--- config.mk ---
export PLATFORM = sky130hd
export DESIGN_NAME = tcd_merge_flat
export DESIGN_NICKNAME = d
export VERILOG_FILES = /design/src/rtl/tcd_pkg.sv /design/src/rtl/tcd_if.sv /design/src/rtl/tcd_merge.sv /design/src/flat_wrapper.sv
export SDC_FILE = /design/constraint.sdc
export NUM_CORES = 1
export LEC_CHECK = 0
export BUFFER_PORTS_ARGS = -buffer_cell sky130_fd_sc_hd__buf_2
export CAP_MARGIN = 10
export CORE_AREA = 2 2 192 194
export CTS_BUF_LIST = sky130_fd_sc_hd__clkbuf_16
export CTS_CLUSTER_SIZE = 30
export DETAILED_ROUTE_END_ITERATION = 12
export DIE_AREA = 0 0 194 196
export SLEW_MARGIN = 20
export SYNTH_ARGS = -nofsm -noshare
export SYNTH_HDL_FRONTEND = slang
export SYNTH_SLANG_ARGS = --single-unit
--- constraint.sdc ---
create_clock -name clk_i -period 6.1 [get_ports clk_i]
set_input_delay 1.22 -clock clk_i [delete_from_list [all_inputs] [get_ports clk_i]]
set_output_delay 1.22 -clock clk_i [all_outputs]
set_load 0.02 [all_outputs]
--- src/rtl/tcd_pkg.sv ---
package tcd_pkg;

  // design constants
  localparam int MaxAxes   = 6;
  localparam int TimeW     = 32;
  localparam int PosW      = 32;
  localparam int StepW     = 20;
  localparam int AxisW     = 3;
  localparam int IndexW    = 16;
  localparam int CfgIdxW   = 2;
  localparam int CfgDataW  = 20;
  localparam int DiffW     = 33;
  // 1000000 = 15625 * 64: multiply by 15625, then shift by 6
  localparam int Pow5W     = 14;
  localparam int Pow2Sh    = 6;
  localparam int ProdW     = DiffW + Pow5W;
  localparam int NumW      = ProdW + Pow2Sh;
  localparam int CntW      = 6;
  localparam logic [Pow5W-1:0] Pow5 = 14'd15625;
  localparam logic [StepW-1:0] MinStepRst = 20'd10;
  localparam logic [AxisW-1:0] AxesRst = 3'd6;

  typedef enum logic [CfgIdxW-1:0] {
    RegMinStep = 2'd0,
    RegAxes    = 2'd1
  } cfg_reg_e;

  typedef enum logic [1:0] {
    LnIdle,
    LnMul,
    LnDiv,
    LnSat
  } lane_state_e;

  typedef enum logic [3:0] {
    StIdle,
    StVel,
    StVelWait,
    StAcc,
    StAccWait,
    StEmitPrev,
    StShift,
    StTail,
    StTailWait,
    StEmitTail,
    StEmitLast,
    StEmitErr
  } tcd_state_e;

  typedef struct packed {
    logic [TimeW-1:0]  time_us;
    logic signed [PosW-1:0] pos_a0;
    logic signed [PosW-1:0] pos_a1;
    logic signed [PosW-1:0] pos_a2;
    logic signed [PosW-1:0] pos_a3;
    logic signed [PosW-1:0] pos_a4;
    logic signed [PosW-1:0] pos_a5;
    logic              last_point;
  } in_item_t;

  typedef struct packed {
    logic [IndexW-1:0] point_index;
    logic [AxisW-1:0]  axis_index;
    logic [TimeW-1:0]  fixed_time_us;
    logic signed [PosW-1:0] position_out;
    logic signed [PosW-1:0] velocity_out;
    logic signed [PosW-1:0] accel_out;
    logic              status;
    logic              last_result;
  } out_item_t;

  typedef struct packed {
    logic emit;
    logic acc_use;
  } emit_ctl_t;

endpackage

--- src/rtl/tcd_if.sv ---


interface tcd_out_if;
  logic               valid;
  logic               ready;
  tcd_pkg::out_item_t data;
  modport source (output valid, output data, input ready);
  modport sink (input valid, input data, output ready);
endinterface

--- src/rtl/tcd_merge.sv ---
module tcd_merge #(
  parameter int NumAxes = tcd_pkg::MaxAxes
) (
  input  logic                      clk_i,
  input  logic                      rst_ni,
  input  tcd_pkg::emit_ctl_t        ctl_i,
  input  tcd_pkg::out_item_t        item_i,
  input  logic [tcd_pkg::PosW-1:0]  rate_i [NumAxes],
  output logic                      take_o,
  tcd_out_if.source                 out_o
);

  localparam int AxW = (NumAxes > 1) ? $clog2(NumAxes) : 1;

  logic               valid_q;
  tcd_pkg::out_item_t data_q;
  tcd_pkg::out_item_t merged;

  // pick the lane result of the emitted axis
  always_comb begin
    merged = item_i;
    merged.accel_out = ctl_i.acc_use ? rate_i[item_i.axis_index[AxW-1:0]] : '0;
  end

  assign take_o = ctl_i.emit && (!valid_q || out_o.ready);

  // output register
  always_ff @(posedge clk_i or negedge rst_ni) begin
    if (!rst_ni) begin
      valid_q <= 1'b0;
    end else if (take_o) begin
      valid_q <= 1'b1;
    end else if (out_o.ready) begin
      valid_q <= 1'b0;
    end
  end

  always_ff @(posedge clk_i) begin
    if (take_o) data_q <= merged;
  end

  assign out_o.valid = valid_q;
  assign out_o.data  = data_q;

endmodule

--- src/flat_wrapper.sv ---
// flat-port wrapper written by rule: the top's interface ports become plain ports
module tcd_merge_flat 
#(
  parameter int NumAxes = tcd_pkg::MaxAxes
)
  (clk_i, rst_ni, ctl_i, item_i, rate_i, take_o, out_o_valid, out_o_data, out_o_ready);
  tcd_out_if out_o_i ();
  input  logic clk_i;
  input  logic rst_ni;
  input  tcd_pkg::emit_ctl_t ctl_i;
  input  tcd_pkg::out_item_t item_i;
  input  logic [tcd_pkg::PosW-1:0] rate_i[NumAxes];
  output logic take_o;
  output wire logic [$bits(out_o_i.valid)-1:0] out_o_valid;
  output wire logic [$bits(out_o_i.data)-1:0] out_o_data;
  input wire logic [$bits(out_o_i.ready)-1:0] out_o_ready;
  assign out_o_valid = out_o_i.valid;
  assign out_o_data = out_o_i.data;
  assign out_o_i.ready = out_o_ready;
  tcd_merge #(.NumAxes(NumAxes)) u_core (.clk_i(clk_i), .rst_ni(rst_ni), .ctl_i(ctl_i), .item_i(item_i), .rate_i(rate_i), .take_o(take_o), .out_o(out_o_i));
endmodule
After elaboration in Yosys (flattened, before gate mapping)
Index checks and enable logic that the tools add are counted.
{ "totals": {"reg_bits": 150, "in_bits": 346} }
{ "op_classes": {"magnitude_cmp": 1, "mux": 5, "n_bitwise": 1, "reduce_logical": 4} }
{ "op_table": {"columns": ["operator", "count"], "rows": [
  ["$bmux W32 S3", 1],
  ["$mux W32", 2],
  ["$ge A4 B4 Y1 const B", 1],
  ["$not A3 Y4", 1],
  ["$mux W1", 2],
  ["$reduce_bool A2 Y1", 1],
  ["$logic_and A1 B1 Y1", 1],
  ["$logic_not A1 Y1", 1],
  ["$logic_or A1 B1 Y1", 1]
]} }

Logic depth before layout (Yosys ltp)
{ "depth": {"depth_word": 4, "ltp_mapped": 6, "depth_no_buf": 3} }

Least setup slack after synthesis
No wires, ideal clock.
{ "synth_timing": {"path_type": "input to output", "startpoint": "input port out_o_ready", "endpoint": "output port take_o", "arrival_time_ns": 4.868, "required_ns": 4.880, "setup_slack_ns": 0.012, "stages": 2, "n_path_buf": 0, "path_cell_list": "nand2b_1 > and2_1"} }
{ "synth_between": {"elab_chain_cells": 2} }
{ "synth_rtl": {"columns": ["element", "line", "rtl"], "rows": [
  ["start, declared", "flat_wrapper.sv:16", "input wire logic [$bits(out_o_i.ready)-1:0] out_o_ready;"],
  ["$logic_or A1 B1 Y1", "tcd_merge.sv:25", "assign take_o = ctl_i.emit && (!valid_q || out_o.ready);"],
  ["$logic_and A1 B1 Y1", "tcd_merge.sv:25", null],
  ["end, declared", "flat_wrapper.sv:13", "output logic take_o;"]
]} }
No other way between the ends.

Worst setup path in the final report
Same ends and word-level chain as after synthesis.

==> out/results.tsv <==
stage	metric	value	unit
setup_path	FF-to-FF path depth	3	
yosys	Seq cells post-synth	150	
floorplanning	DIE AREA	38000	um^2
detailed_routing	final wirelength	21.6	mm
detailed_routing	wire length per cell	16.8	um
setup_path	worst r2r dst	u_core.out_o.data[5]	
floorplanning	core area	36100	um^2
yosys	FFs w/ async S/R, synth	0.667	%
global_route	pin count of the biggest net entering global routing	116	
yosys	Avg Synthesized Cell Area	18.1	um^2
detailed_routing	vias per cell	3.80	
yosys	top-area cell type share of the netlist area	73.4	%
layout	ant diodes	0	
setup_path	Worst Path Max Fanout	36	
min_path	WHS Path Cells	2	
yosys	YS warnings	0	
setup_path	Data arrival, critical path	2.23	ns
yosys	commonest cells in the netlist	edfxtp_1 (149), mux2i_1 (96), o22a_1 (30)	
yosys	Cells after Synth	337	
layout	Reg area	4500	um^2
yosys	sequential share of the synthesized area	73.8	%
global_route	vias in the first global route	5088	
setup_path	worst path cell trace	buf_2 -> nand2b_1 -> and2_4 -> buf_2	
layout	area occupied by multi-input gates	1450	um^2
detailed_routing	detailed-route via count	4882	
power	Max VDD drop	0.202	mV
floorplanning	Die W	194	um
yosys	Post-synth EDFFs	149	
detailed_routing	ANT nets after route	0	
yosys	count leader, synth	edfxtp_1	
yosys	Area contributors post-synth	edfxtp_1 (73%), mux2i_1 (16%), o22a_1 (4.3%)	
timing	worst slew pin tran	0.956	ns
flow_run	Max-Cap Viols	0	
status	outcome	finished, final reports clean	
min_path	Hold Crit Endpoint	u_core.out_o.valid	
cts	TritonCTS clock tree	yes	
floorplanning	Placement Rows	70	
timing	clock skew after layout	0.00862	ns
layout	fin nets	1149	
setup_path	Req. time, crit path	4.88	ns
setup_path	FF-to-FF Start	u_core.out_o.valid	
detailed_routing	Iter 0 DRT Violations	145	
power	Leak Pwr	4.28	nW
cts	post-CTS sizing	0	
cts	CTS root buffer	clkbuf_16	
min_path	HP Class	register to register	
timing	setup TNS	0	ns
floorplanning	Starting Density	16.9	%
global_route	aggregate global routing overflow	0	
layout	Area Growth Syn to Fin	55.8	%
floorplanning	I/O pins	497	
detailed_routing	drt drc	0	
layout	fillcell total	3802	
placed_design	Placer Congestion	0.801	
power	Power per Cell Area	278	nW/um^2
detailed_routing	drt first pass iters	4	
cts	Sink Count	150	
timing	Max Clk Rate	290	MHz
placed_design	Port Buffer Count	464	
global_route	global-route wire length before repair	30.5	mm
cts	clock slew at reported path FFs	0.07	ns
setup_path	crit path capture type	output pin	
timing	Fin. Hold Viols	0	
placed_design	DP HPWL	16.7	mm
timing	Hold Slack	0.507	ns
cts	post-CTS setup buffers	0	
yosys	synthesized cell area	6090	um^2
setup_path	Critical Path Max Stage Delay	0.51	ns
setup_path	Startpoint Class	input pin	
timing	Final setup viols	0	
timing	Final Max Tran Viols	0	
timing	Final min period	3.45	ns
cts	CTS Buf Count	17	
cts	H-tree Lvls	4	
setup_path	most frequent CP cell	buf_2	
timing	RSZ-0062 raised after global routing	no	
floorplanning	Die H	196	um
yosys	dominant synthesized flop cell	edfxtp_1	
global_route	total track usage	11.0	%
layout	share of cells above drive strength 1	61.8	%
global_route	antenna violations before repair	2	
timing	crit share post-route	56.6	%
yosys	Syn Nets	683	
min_path	HP Start	u_core.out_o.valid	
setup_path	R2R setup slack	4.09	ns
yosys	Unique masters post-synth	16	
cts	clk_lat worst skew	0.43	ns
cts	clock buffer depth	2	
setup_path	Setup CP Type	input pin to output pin	
yosys	Synth area leader	edfxtp_1	
cts	post-cts hold buffer count	0	
setup_path	CP max stage cell	and2_4	
timing	Slew HR	36.2	%
## kinds of logic after synthesis
kind of cell | after synthesis | share of synthesized area [%]
flip-flops | 150 | 73.8
multiplexers | 96 | 15.8
AO/OA/AOI/OAI | 64 | 7.33
buffers and inverters | 21 | 2.38
AND/OR/NAND/NOR | 6 | 0.698
## layout make-up
cell class                      count  area share [%]
Timing Repair Buffer              468            25.1
Clock buffer                       17            4.48
Tap cell                          468            6.17
Multi-Input combinational cell    166            15.3
Clock inverter                     15            1.62
Sequential cell                   150            47.4
## layout by cell type (no fill, tap or decap), drive strengths merged
cell type and instances:
o21ai 32, bufinv 1, clkinv 4, clkbuf 17, nand2b 2, edfxtp 149, inv 9, mux2i 96
or3b 1, nand3b 2, o22a 32, clkinvlp 1, and2 1, dfrtp 1, buf 468
## registers in the layout, summed over array words and instances, names as in the netlist
name / cells
u_core.out_o.valid: 1
u_core.out_o.data: 149
## power breakdown
group	total [mW]	internal [mW]	switching (mW)
Sequential	1.22	1.21	0.0154
Clock	1.05	0.578	0.476
Combinational	0.360	0.154	0.206
Total	2.64	1.94	0.697
## critical path: cells and delay by family
kind                   cells  cell delay [ns]
buffers and inverters      2             0.34
AND/OR/NAND/NOR            2             0.62
## routing by layer
layer,up-vias,GRT usage (%),share of wire (%)
li1,2285,-,-
met1,2275,12.8,40
met2,305,19.2,51
met3,15,3.40,8.0
met4,2,3.54,1.3
met5,-,0,0.051
## per-stage QoR
step | util [%] | power (mW) | setup WS, ns | std cells | cell area [um^2]
floorplan | - | 1.43 | 0.0115 | 337 | 6090
global placement | 24.7 | 1.61 | 2.64 | 1252 | 8920
detailed placement | 24.7 | 1.61 | 2.63 | 1252 | 8920
CTS | 26.3 | 2.69 | 2.63 | 1284 | 9500
global route | 26.3 | 2.75 | 2.57 | 1284 | 9500
finish | 26.3 | 2.64 | 2.65 | 1284 | 9500
## worst max-delay path by stage
stage                startpoint  endpoint  slack, ns  cells past startpoint
floorplan           out_o_ready    take_o       0.01                      2
global placement    out_o_ready    take_o       2.64                      4
detailed placement  out_o_ready    take_o       2.63                      4
CTS                 out_o_ready    take_o       2.63                      4
global route        out_o_ready    take_o       2.57                      4
finish              out_o_ready    take_o       2.65                      4
Note: power is estimated with default switching activity, not from simulation.
