[src/rtl/tcd_pkg.sv]
package tcd_pkg;

  // design constants
  localparam int MaxAxes   = 6;
  localparam int TimeW     = 32;
  localparam int PosW      = 32;
  localparam int StepW     = 20;
  localparam int AxisW     = 3;
  localparam int IndexW    = 16;
  localparam int CfgIdxW   = 2;
  localparam int CfgDataW  = 20;
  localparam int DiffW     = 33;
  // 1000000 = 15625 * 64: multiply by 15625, then shift by 6
  localparam int Pow5W     = 14;
  localparam int Pow2Sh    = 6;
  localparam int ProdW     = DiffW + Pow5W;
  localparam int NumW      = ProdW + Pow2Sh;
  localparam int CntW      = 6;
  localparam logic [Pow5W-1:0] Pow5 = 14'd15625;
  localparam logic [StepW-1:0] MinStepRst = 20'd10;
  localparam logic [AxisW-1:0] AxesRst = 3'd6;

  typedef enum logic [CfgIdxW-1:0] {
    RegMinStep = 2'd0,
    RegAxes    = 2'd1
  } cfg_reg_e;

  typedef enum logic [1:0] {
    LnIdle,
    LnMul,
    LnDiv,
    LnSat
  } lane_state_e;

  typedef enum logic [3:0] {
    StIdle,
    StVel,
    StVelWait,
    StAcc,
    StAccWait,
    StEmitPrev,
    StShift,
    StTail,
    StTailWait,
    StEmitTail,
    StEmitLast,
    StEmitErr
  } tcd_state_e;

  typedef struct packed {
    logic [TimeW-1:0]  time_us;
    logic signed [PosW-1:0] pos_a0;
    logic signed [PosW-1:0] pos_a1;
    logic signed [PosW-1:0] pos_a2;
    logic signed [PosW-1:0] pos_a3;
    logic signed [PosW-1:0] pos_a4;
    logic signed [PosW-1:0] pos_a5;
    logic              last_point;
  } in_item_t;

  typedef struct packed {
    logic [IndexW-1:0] point_index;
    logic [AxisW-1:0]  axis_index;
    logic [TimeW-1:0]  fixed_time_us;
    logic signed [PosW-1:0] position_out;
    logic signed [PosW-1:0] velocity_out;
    logic signed [PosW-1:0] accel_out;
    logic              status;
    logic              last_result;
  } out_item_t;

  typedef struct packed {
    logic emit;
    logic acc_use;
  } emit_ctl_t;

endpackage

[src/rtl/tcd_lane.sv]
module tcd_lane (
  input  logic                              clk_i,
  input  logic                              rst_ni,
  input  logic                              start_i,
  input  logic [tcd_pkg::DiffW-1:0]         diff_i,
  input  logic [tcd_pkg::TimeW-1:0]         span_i,
  output logic                              busy_o,
  output logic [tcd_pkg::PosW-1:0]          rate_o
);

  tcd_pkg::lane_state_e state_q, state_d;

  logic                          neg_q, zero_q, ovf_q;
  logic [tcd_pkg::DiffW-1:0]     mag_q;
  logic [tcd_pkg::TimeW-1:0]     span_q;
  logic [tcd_pkg::NumW-1:0]      num_q;
  logic [tcd_pkg::TimeW:0]       rem_q;
  logic [tcd_pkg::TimeW:0]       quo_q;
  logic [tcd_pkg::CntW-1:0]      cnt_q;
  logic [tcd_pkg::PosW-1:0]      rate_q;

  logic [tcd_pkg::ProdW-1:0]     prod;
  logic [tcd_pkg::TimeW:0]       trial;
  logic                          ge;
  logic                          big;
  logic [tcd_pkg::PosW-1:0]      sat;

  // magnitude times 15625, shift by 6 (times 64) applied when loading the dividend
  assign prod  = tcd_pkg::ProdW'(mag_q) * tcd_pkg::ProdW'(tcd_pkg::Pow5);
  // one restoring step per cycle
  assign trial = {rem_q[tcd_pkg::TimeW-1:0], num_q[tcd_pkg::NumW-1]};
  assign ge    = trial >= {1'b0, span_q};

  // truncated quotient saturated to the signed 32-bit range
  always_comb begin
    big = ovf_q | quo_q[tcd_pkg::TimeW];
    if (zero_q) begin
      sat = '0;
    end else if (!neg_q) begin
      sat = (big || quo_q[tcd_pkg::PosW-1]) ? {1'b0, {(tcd_pkg::PosW-1){1'b1}}}
                                            : quo_q[tcd_pkg::PosW-1:0];
    end else if (big || (quo_q[tcd_pkg::PosW-1] && (quo_q[tcd_pkg::PosW-2:0] != '0))) begin
      sat = {1'b1, {(tcd_pkg::PosW-1){1'b0}}};
    end else begin
      sat = ~quo_q[tcd_pkg::PosW-1:0] + 1'b1;
    end
  end

  // next state
  always_comb begin
    state_d = state_q;
    case (state_q)
      tcd_pkg::LnIdle: if (start_i) state_d = tcd_pkg::LnMul;
      tcd_pkg::LnMul:  state_d = tcd_pkg::LnDiv;
      tcd_pkg::LnDiv:  if (cnt_q == tcd_pkg::CntW'(tcd_pkg::NumW - 1)) state_d = tcd_pkg::LnSat;
      tcd_pkg::LnSat:  state_d = tcd_pkg::LnIdle;
      default:         state_d = tcd_pkg::LnIdle;
    endcase
  end

  always_ff @(posedge clk_i or negedge rst_ni) begin
    if (!rst_ni) begin
      state_q <= tcd_pkg::LnIdle;
    end else begin
      state_q <= state_d;
    end
  end

  // datapath
  always_ff @(posedge clk_i) begin
    case (state_q)
      tcd_pkg::LnIdle: begin
        if (start_i) begin
          neg_q  <= diff_i[tcd_pkg::DiffW-1];
          zero_q <= (diff_i == '0);
          mag_q  <= diff_i[tcd_pkg::DiffW-1] ? (~diff_i + 1'b1) : diff_i;
          span_q <= span_i;
        end
      end
      tcd_pkg::LnMul: begin
        num_q <= {prod, {tcd_pkg::Pow2Sh{1'b0}}};
        rem_q <= '0;
        quo_q <= '0;
        ovf_q <= 1'b0;
        cnt_q <= '0;
      end
      tcd_pkg::LnDiv: begin
        rem_q <= ge ? (trial - {1'b0, span_q}) : trial;
        num_q <= {num_q[tcd_pkg::NumW-2:0], 1'b0};
        ovf_q <= ovf_q | quo_q[tcd_pkg::TimeW];
        quo_q <= {quo_q[tcd_pkg::TimeW-1:0], ge};
        cnt_q <= cnt_q + 1'b1;
      end
      tcd_pkg::LnSat: rate_q <= sat;
      default: ;
    endcase
  end

  assign busy_o = (state_q != tcd_pkg::LnIdle);
  assign rate_o = rate_q;

endmodule

[config.mk]
export PLATFORM = sky130hd
export DESIGN_NAME = tcd_lane
export DESIGN_NICKNAME = d
export VERILOG_FILES = /design/src/rtl/tcd_pkg.sv /design/src/rtl/tcd_lane.sv
export SDC_FILE = /design/constraint.sdc
export NUM_CORES = 1
export LEC_CHECK = 0
export BUFFER_PORTS_ARGS = -buffer_cell sky130_fd_sc_hd__buf_2
export CAP_MARGIN = 20
export CORE_ASPECT_RATIO = 0.75
export CORE_UTILIZATION = 45
export CTS_CLUSTER_SIZE = 40
export DETAILED_ROUTE_END_ITERATION = 7
export GPL_ROUTABILITY_DRIVEN = 0
export GPL_TIMING_DRIVEN = 0
export SLEW_MARGIN = 20
export SYNTH_ARGS = -nofsm -noshare
export SYNTH_HDL_FRONTEND = slang
export SYNTH_SLANG_ARGS = --single-unit
[constraint.sdc]
create_clock -name clk_i -period 6.6 [get_ports clk_i]
set_input_delay 0.99 -clock clk_i [delete_from_list [all_inputs] [get_ports clk_i]]
set_output_delay 0.99 -clock clk_i [all_outputs]
set_load 0.01 [all_outputs]
# After elaboration in Yosys (flattened, before gate mapping)
# Index checks and enable logic that the tools add are counted.
[op_classes]
mux = 13
n_eq_ne = 6
n_reduce_logical = 10
n_lt_le_gt_ge = 1
add_sub_neg = 4
multipliers = 1
shift = 0
n_bitwise = 3
n_div = 0
[ops]
columns = ["operator", "count"]
rows = [
  ["32-bit two-way mux", 5],
  ["53-bit case mux with 2 select lines", 1],
  ["33-bit case mux with 2 select lines", 1],
  ["32-bit case mux with 2 select lines", 1],
  ["33-bit by 14-bit multiplier with 47-bit output (second input constant)", 1],
  ["33-bit by 1-bit adder with 33-bit output (second input constant)", 1],
  ["33-bit by 32-bit >= comparator with 1-bit output", 1],
  ["33-bit zero test", 1],
  ["33-bit inverter", 1],
  ["32-bit by 1-bit adder with 32-bit output (second input constant)", 1],
  ["32-bit inverter", 1],
  ["32-bit subtractor", 1],
  ["31-bit nonzero test", 1],
  ["6-bit case mux with 2 select lines", 1],
  ["2-bit case mux with 4 select lines", 1],
  ["6-bit by 1-bit adder with 6-bit output (second input constant)", 1],
  ["6-bit == test (second input constant)", 1],
  ["2-bit == test (second input constant)", 2],
  ["2-bit two-way mux", 2],
  ["2-bit != test (second input constant)", 2],
  ["2-bit AND reduction", 2],
  ["2-bit nonzero test", 2],
  ["2-bit by 1-bit == test with 1-bit output (second input constant)", 1],
  ["2-bit zero test", 1],
  ["4 further kinds", 5],
]
[totals]
out_inout_bits = 33
rom_bits = 0
regBits = 226
in_bits = 68
latch_bits = 0
elab_cells = 50
n_memories = 0
mem_bits_rw = 0

# Depth between registers and ports, before layout
# Gate-level depths: netlist (run 1).
[depth]
word_depth = 5
mapped_depth = 20
mapped_depth_nobuf = 19

# Worst setup path after synthesis (run 1)
# OpenSTA, ideal clock, no wires.
[synth_path]
path_kind = "register to register"
startpoint = "register mag_q[10] (netlist name)"
endpoint = "register num_q[50] (netlist name) (data pin)"
setup_time_ns = 0.256
setup_slack_ns = 0.854
n_path_buf = 1
required_ns = 6.344
arrival_time_ns = 5.490
path_stages_with_launch = 21
cell_sequence = "edfxtp_1 -> inv_1 -> fa_1 -> inv_1 -> fa_1 -> fa_1 -> fa_1 -> ha_1 -> inv_1 -> fa_1 -> inv_1 -> ha_1 -> clkbuf_1 -> nand4_1 -> or2_2 -> nor4_1 -> a31oi_1 -> o21ai_0 -> o2111ai_1 -> a21o_1 -> a31o_2"
[synth_between]
elab_chain_cells = 2
[synth_lines]
columns = ["item", "line_no", "source"]
rows = [
  ["start, declared", "tcd_lane.sv:14", "logic [tcd_pkg::DiffW-1:0] mag_q;"],
  ["start signal, assigned", "tcd_lane.sv:76", "mag_q <= diff_i[tcd_pkg::DiffW-1] ? (~diff_i + 1'b1) : diff_i;"],
  ["33-bit by 14-bit multiplier with 47-bit output", "tcd_lane.sv:29", "assign prod = tcd_pkg::ProdW'(mag_q) * tcd_pkg::ProdW'(tcd_pkg::Pow5);"],
  ["53-bit case mux with 2 select lines", "tcd_lane.sv:71", "case (state_q)"],
  ["end signal, assigned", "tcd_lane.sv:81", "num_q <= {prod, {tcd_pkg::Pow2Sh{1'b0}}};"],
  ["end signal, assigned", "tcd_lane.sv:89", "num_q <= {num_q[tcd_pkg::NumW-2:0], 1'b0};"],
  ["end, declared", "tcd_lane.sv:16", "logic [tcd_pkg::NumW-1:0] num_q;"],
]
# No other way between the ends. The select of a mux whose other input is x is not followed.
# A chain may end at the register's enable or synchronous reset.

# Worst setup path in the final report (run 1)
[layout_path]
startpoint = "register mag_q[13] (netlist name)"
endpoint = "register num_q[51] (netlist name) (data pin)"
# The elaborated chain is that of the path after synthesis.

==> flow_metrics.py, run 1 <==
metrics = {
    "global_routing": {
        "gr-total-overflow": 0,
        "grt_pass1_wl_um": 74300,
        "grt_max_degree": 56,
        "grt_usage": 0.211,
        "antenna_found_initial": 0,
        "grt_pass1_vias": 14200,
    },
    "timing": {
        "setup_tns_ns": 0,
        "grt_setup_unrepaired": "false",
        "period_minus_slack_ns": 6.33,
        "finalSetupViolCount": 0,
        "clock.fmax_mhz": 158,
        "slew_headroom": 0.325,
        "fin_crit_sh": 0.959,
        "clock_skew_ns": 0.0238,
        "hold_viol_final": 0,
        "finalMaxSlewViolations": 0,
        "tightest_slew_ns": 1.00,
        "finalHoldWorstSlack_ns": 0.202,
    },
    "synthesis": {
        "ys_types": 73,
        "synth_edf_count": 218,
        "synth_fp_nets": 2344,
        "syn-cell-area_um2": 19300,
        "syn_inst": 1938,
        "synthFlopType": "edfxtp_1",
        "yosysTopAreaCellShare": 0.339,
        "avgSynthCellArea_um2": 9.98,
        "yosysSeqAreaShare": 0.341,
        "synth_area_leaders": "edfxtp_1, fa_1, ha_1",
        "yosys.area.top_type": "edfxtp_1",
        "yosys_warnings": 0,
        "synth_seq_cells": 220,
        "ys_async_sr_fraction": 0.00909,
    },
    "floorplan": {
        "die_h_um": 182,
        "initial_utilization": 0.458,
        "die-area_um2": 43800,
        "ios": 101,
        "fp.dieW_um": 241,
        "placementRows": 65,
        "design.core.area_um2": 42200,
    },
    "critical_path": {
        "path_buf_inv": 5,
        "cp_top_family": "adder cells",
        "crit_arrival_ns": 6.61,
        "cpPeakStageDelay_ns": 0.58,
        "path_class": "flip-flop to flip-flop",
        "path_max_fanout": 9,
        "cp-end-kind": "flip-flop",
        "required_ns": 6.89,
        "crit_top_cell": "fa_1",
        "startpoint_type": "flip-flop",
        "cp_slowest_cell": "fa_1",
        "worstPathCellList": "inv_1, fa_1, inv_1, fa_1, fa_1, fa_1, ha_1, inv_1, fa_1, inv_1, ha_1, clkbuf_1, and4_1, and2_1, a221oi_1, o22ai_1, o211ai_1, o22ai_1, nor4_1, a311oi_1",
    },
    "flow_run": {
        "maxCapViolCount": 0,
    },
    "routing": {
        "drc": 0,
        "firstDrtPassIters": 5,
        "wirelength_um": 45600,
        "ant_nets": 0,
        "dr_total_vias": 14400,
        "drt_iter0_drc": 968,
        "vias_per_cell": 5.45,
        "wl_per_cell_um": 17.2,
    },
    "placed_design": {
        "placed_cells": 2610,
        "placed_area_um2": 20600,
        "portBuffers": 100,
        "hpwl_um": 35700,
    },
    "final_layout": {
        "multi_input_area_um2": 11500,
        "final_cells": 2647,
        "final_net_count": 2468,
        "syn_to_final_growth_pct": 10.8,
        "antenna_cells": 0,
        "fill_cells": 3964,
        "seqCellArea_um2": 6600,
        "final_area_um2": 21400,
        "final_layout_size_suffix_gt1_frac": 0.0847,
    },
    "clock_tree": {
        "cts_tree": "built",
        "cts-buffers-inserted": 24,
        "insertion_delay_ns": 0.56,
        "cts_root_buf": "clkbuf_16",
        "postCtsResizedCells": 0,
        "path_clk_slew_ns": 0.06,
        "postCtsSetupBuffers": 0,
        "hold_buffers": 0,
        "cts_buffer_depth": 3,
        "cts_max_level": 1,
        "cts_num_sinks": 220,
    },
    "hold_path": {
        "hold_path.class": "input pin to async pin",
    },
    "run_status": {
        "status": "completed",
    },
}
[sequential cells by signal, indices dropped and copies added, names as in the netlist]
name,count
ovf_q,1
num_q,47
rate_o,32
zero_q,1
state_q,2
neg_q,1
rem_q,32
mag_q,33
cnt_q,6
quo_q,33
span_q,32
[worst paths after layout]
check                           from         end  slack [ns]  depth (start not counted)
max                        mag_q[13]   num_q[51]        0.27                         20
max in group asynchronous     rst_ni  state_q[0]        6.31                          1
max reg2reg                mag_q[13]   num_q[51]        0.27                         20
min reg2reg                num_q[40]   num_q[41]        0.52                          2
min                           rst_ni  state_q[1]        0.20                          1
min in group clk_i         num_q[40]   num_q[41]        0.52                          2
[synth_stat cells, drive strengths merged, types with 6 or more instances]
master / n
inv: 267
edfxtp: 218
ha: 197
nand2: 160
fa: 141
a21oi: 128
o21ai: 122
nor2: 90
xnor2: 62
clkbuf: 61
a21o: 46
nand3: 42
nor3: 40
and2: 35
a211oi: 33
xor2: 32
a31oi: 26
nand4: 20
nor4: 17
or3: 16
o211ai: 14
o21bai: 14
o31ai: 14
and3: 13
nor2b: 13
buf: 10
nand2b: 9
o41ai: 9
or2: 7
o21a: 6
o22ai: 6
[cells in the final DEF (no fill, tap or decap), types with 33 or more instances in the layout]
master,synthesis,routed
o21ai_0,120,120
nand2_1,160,160
a211oi_1,33,33
inv_1,267,267
buf_2,7,107
nand3_1,42,42
ha_1,197,195
a21o_1,46,46
clkbuf_1,61,60
nor2_1,90,90
and2_1,35,34
fa_1,141,141
nor3_1,40,40
a21oi_1,128,128
edfxtp_1,218,218
xnor2_1,62,62
[routing by layer]
| layer | wire [µm] | GRT usage |
|---|---|---|
| met5 | 0 | 0 |
| met4 | 769 | 0.0405 |
| met2 | 19500 | 0.321 |
| met1 | 23000 | 0.320 |
| met3 | 2360 | 0.0301 |
[stage by stage]
stage / setup WS [ns] / utilization
after floorplan: 0.854 / -
after global placement: 0.143 / 0.487
after detailed placement: 0.0895 / 0.489
after CTS: 0.0896 / 0.508
after global routing: 0.0156 / 0.508
final: 0.274 / 0.508
[kinds of logic (layout without fill, tap and decap cells)]
family | after synthesis | after routing | share of synthesized area
compound gates | 458 | 458 | 0.149
flops | 220 | 220 | 0.341
xor+xnor | 94 | 94 | 0.0426
simple gates | 484 | 484 | 0.124
buf+inv | 338 | 478 | 0.0663
mux | 6 | 6 | 0.00343
fa+ha+maj | 338 | 338 | 0.273
[area by class of cell]
| cell class | count | share of cell area |
|---|---|---|
| inverter | 267 | 0.0468 |
| tap | 569 | 0.0332 |
| buffer | 66 | 0.0121 |
| timing repair buffer | 103 | 0.0269 |
| clock inverter | 14 | 0.00829 |
| multi-input combinational | 1380 | 0.536 |
| clock buffer | 28 | 0.0287 |
| sequential | 220 | 0.308 |
Power of run 1 is not shown: default switching activity piles up to over one toggle a cycle in this logic, so the estimate is an artifact.
==> inputs of run 2 (changes only) <==
--- a/config.mk
+++ b/config.mk
@@ -8,11 +8,12 @@
 export BUFFER_PORTS_ARGS = -buffer_cell sky130_fd_sc_hd__buf_2
 export CAP_MARGIN = 20
 export CORE_ASPECT_RATIO = 0.75
-export CORE_UTILIZATION = 45
+export CORE_UTILIZATION = 50
 export CTS_CLUSTER_SIZE = 40
 export DETAILED_ROUTE_END_ITERATION = 7
 export GPL_ROUTABILITY_DRIVEN = 0
 export GPL_TIMING_DRIVEN = 0
+export PLACE_DENSITY = 0.67
 export SLEW_MARGIN = 20
 export SYNTH_ARGS = -nofsm -noshare
 export SYNTH_HDL_FRONTEND = slang
==> run 2 against run 1 <==
Final area shrank 0.76%. Global-route usage grew 1.7 points. Fmax fell by 0.29%. Critical path depth decreased by 1. Flip-flop and latch count unchanged. Via count is 0.75% higher. Critical path type unchanged. Die area shrank 9.9%. Core utilization increased by 5.9 points. First-iteration DRC count up 13%. Final cell count decreased by 2.5%. Clock-buffer cell count grew 1.
==> flow_metrics.py, run 2 (synthesized netlist as in run 1, its figures left out) <==
metrics = {
    "final_layout": {
        "largest_reg_flops": 47,
        "syn_to_final_growth_pct": 9.98,
        "final_layout_size_suffix_gt1_frac": 0.0857,
        "mostFrequentLayoutCells": "inv_1, edfxtp_1, ha_1",
        "final_cells": 2581,
        "fill_cells": 3295,
        "antenna_cells": 0,
        "reg_top3": "num_q x47, mag_q x33, quo_q x33",
        "regMostFlops": "num_q",
        "final_net_count": 2468,
        "final_common_cell": "inv_1",
    },
    "placed_design": {
        "placed_cells": 2545,
        "hpwl_um": 35100,
        "portBuffers": 100,
    },
    "floorplan": {
        "placementRows": 61,
        "ios": 101,
        "die-area_um2": 39500,
        "die_h_um": 172,
        "initial_utilization": 0.515,
        "design.core.area_um2": 37600,
        "fp.dieW_um": 229,
    },
    "global_routing": {
        "antenna_found_initial": 0,
        "grt_usage": 0.228,
        "grt_pass1_vias": 14100,
        "busiest_layer": "met2",
        "grt.met1_usage": 0.342,
        "grt_max_degree": 46,
        "globalRouteMet2Util": 0.355,
        "met3_usage": 0.0287,
        "gr-total-overflow": 0,
        "grt_pass1_wl_um": 72700,
    },
    "timing": {
        "period_minus_slack_ns": 6.34,
        "hold_viol_final": 0,
        "finalMaxSlewViolations": 0,
        "setup_tns_ns": 0,
        "grt_setup_unrepaired": "false",
        "tightest_slew_ns": 0.974,
        "finalHoldWorstSlack_ns": 0.209,
        "clock.fmax_mhz": 158,
        "slew_headroom": 0.345,
        "clock_skew_ns": 0.0157,
        "finalSetupViolCount": 0,
        "fin_crit_sh": 0.961,
    },
    "critical_path": {
        "path_max_fanout": 8,
        "cp-end-kind": "flip-flop",
        "startpoint_type": "flip-flop",
        "r2r_start": "mag_q[16]",
        "path_class": "flip-flop to flip-flop",
        "crit_arrival_ns": 6.61,
        "crit_path_start": "mag_q[16]",
        "required_ns": 6.87,
    },
    "clock_tree": {
        "insertion_delay_ns": 0.55,
        "cts_root_buf": "clkbuf_16",
        "cts_tree": "built",
        "cts-buffers-inserted": 24,
        "cts_num_sinks": 220,
        "cts_max_level": 1,
        "path_clk_slew_ns": 0.06,
        "cts_buffer_depth": 3,
        "postCtsSetupBuffers": 0,
    },
    "routing": {
        "vias_per_cell": 5.63,
        "wl_per_cell_um": 17.2,
        "ant_nets": 0,
        "firstDrtPassIters": 5,
        "wirelength_um": 44500,
        "drt_iter0_drc": 1097,
        "dr_total_vias": 14500,
        "drc": 0,
    },
    "hold_path": {
        "hold_path.class": "input pin to async pin",
    },
    "run_status": {
        "status": "completed",
    },
    "flow_run": {
        "maxCapViolCount": 0,
    },
}
## run 2: repair_timing
item | CTS | global route
setup endpoints to repair | 0 | 5
gates resized for setup | 0 | 3
hold buffers | 0 | 0
## run 2: metrics by stage
step / setup WS, ns / instance area (µm²) / utilization
detailed placement: 0.139 / 20500 / 0.547
global placement: 0.170 / 20500 / 0.545
CTS: 0.105 / 21300 / 0.567
global route: 0.0246 / 21300 / 0.566
finish: 0.256 / 21300 / 0.566
floorplan: 0.854 / 19300 / -
## run 2: path summary, 6_finish.rpt
check	to	slack [ns]	cells past startpoint
setup / recovery	num_q[51]	0.26	19
hold / removal	state_q[1]	0.21	1
setup reg to reg	num_q[51]	0.26	19
hold reg to reg	num_q[42]	0.52	2
max in group asynchronous	state_q[0]	6.30	1
min in group clk_i	num_q[42]	0.52	2
## run 2: layout make-up
type                            instances  area (µm²)  area share
Inverter                              267        1000      0.0471
Tap cell                              504         631      0.0297
Clock inverter                         12         106     0.00500
Sequential cell                       220        6600       0.310
Multi-Input combinational cell       1380       11500       0.540
Timing Repair Buffer                  103         561      0.0264
Clock buffer                           29         619      0.0291
Buffer                                 66         260      0.0122
## run 2: per-layer routing
layer  part of all wire  up-vias
met4              0.016        0
met5                  0        -
li1                   -     7066
met1               0.49     6953
met3              0.058       52
met2               0.43      464
## run 2: worst max-delay path: stages, from the launching register on
cell and delay, ns:
edfxtp_1 0.48, inv_1 0.23, fa_1 0.57, inv_1 0.05
fa_1 0.51, fa_1 0.58, fa_1 0.44, ha_1 0.30
inv_1 0.05, fa_1 0.52, inv_1 0.05, ha_1 0.40
a21o_1 0.23, a2111o_1 0.35, a221oi_1 0.21, o22ai_1 0.14
o211ai_1 0.36, o22ai_1 0.24, nor4_1 0.27, a311oi_1 0.08
Power of run 2 is left out for the same reason.
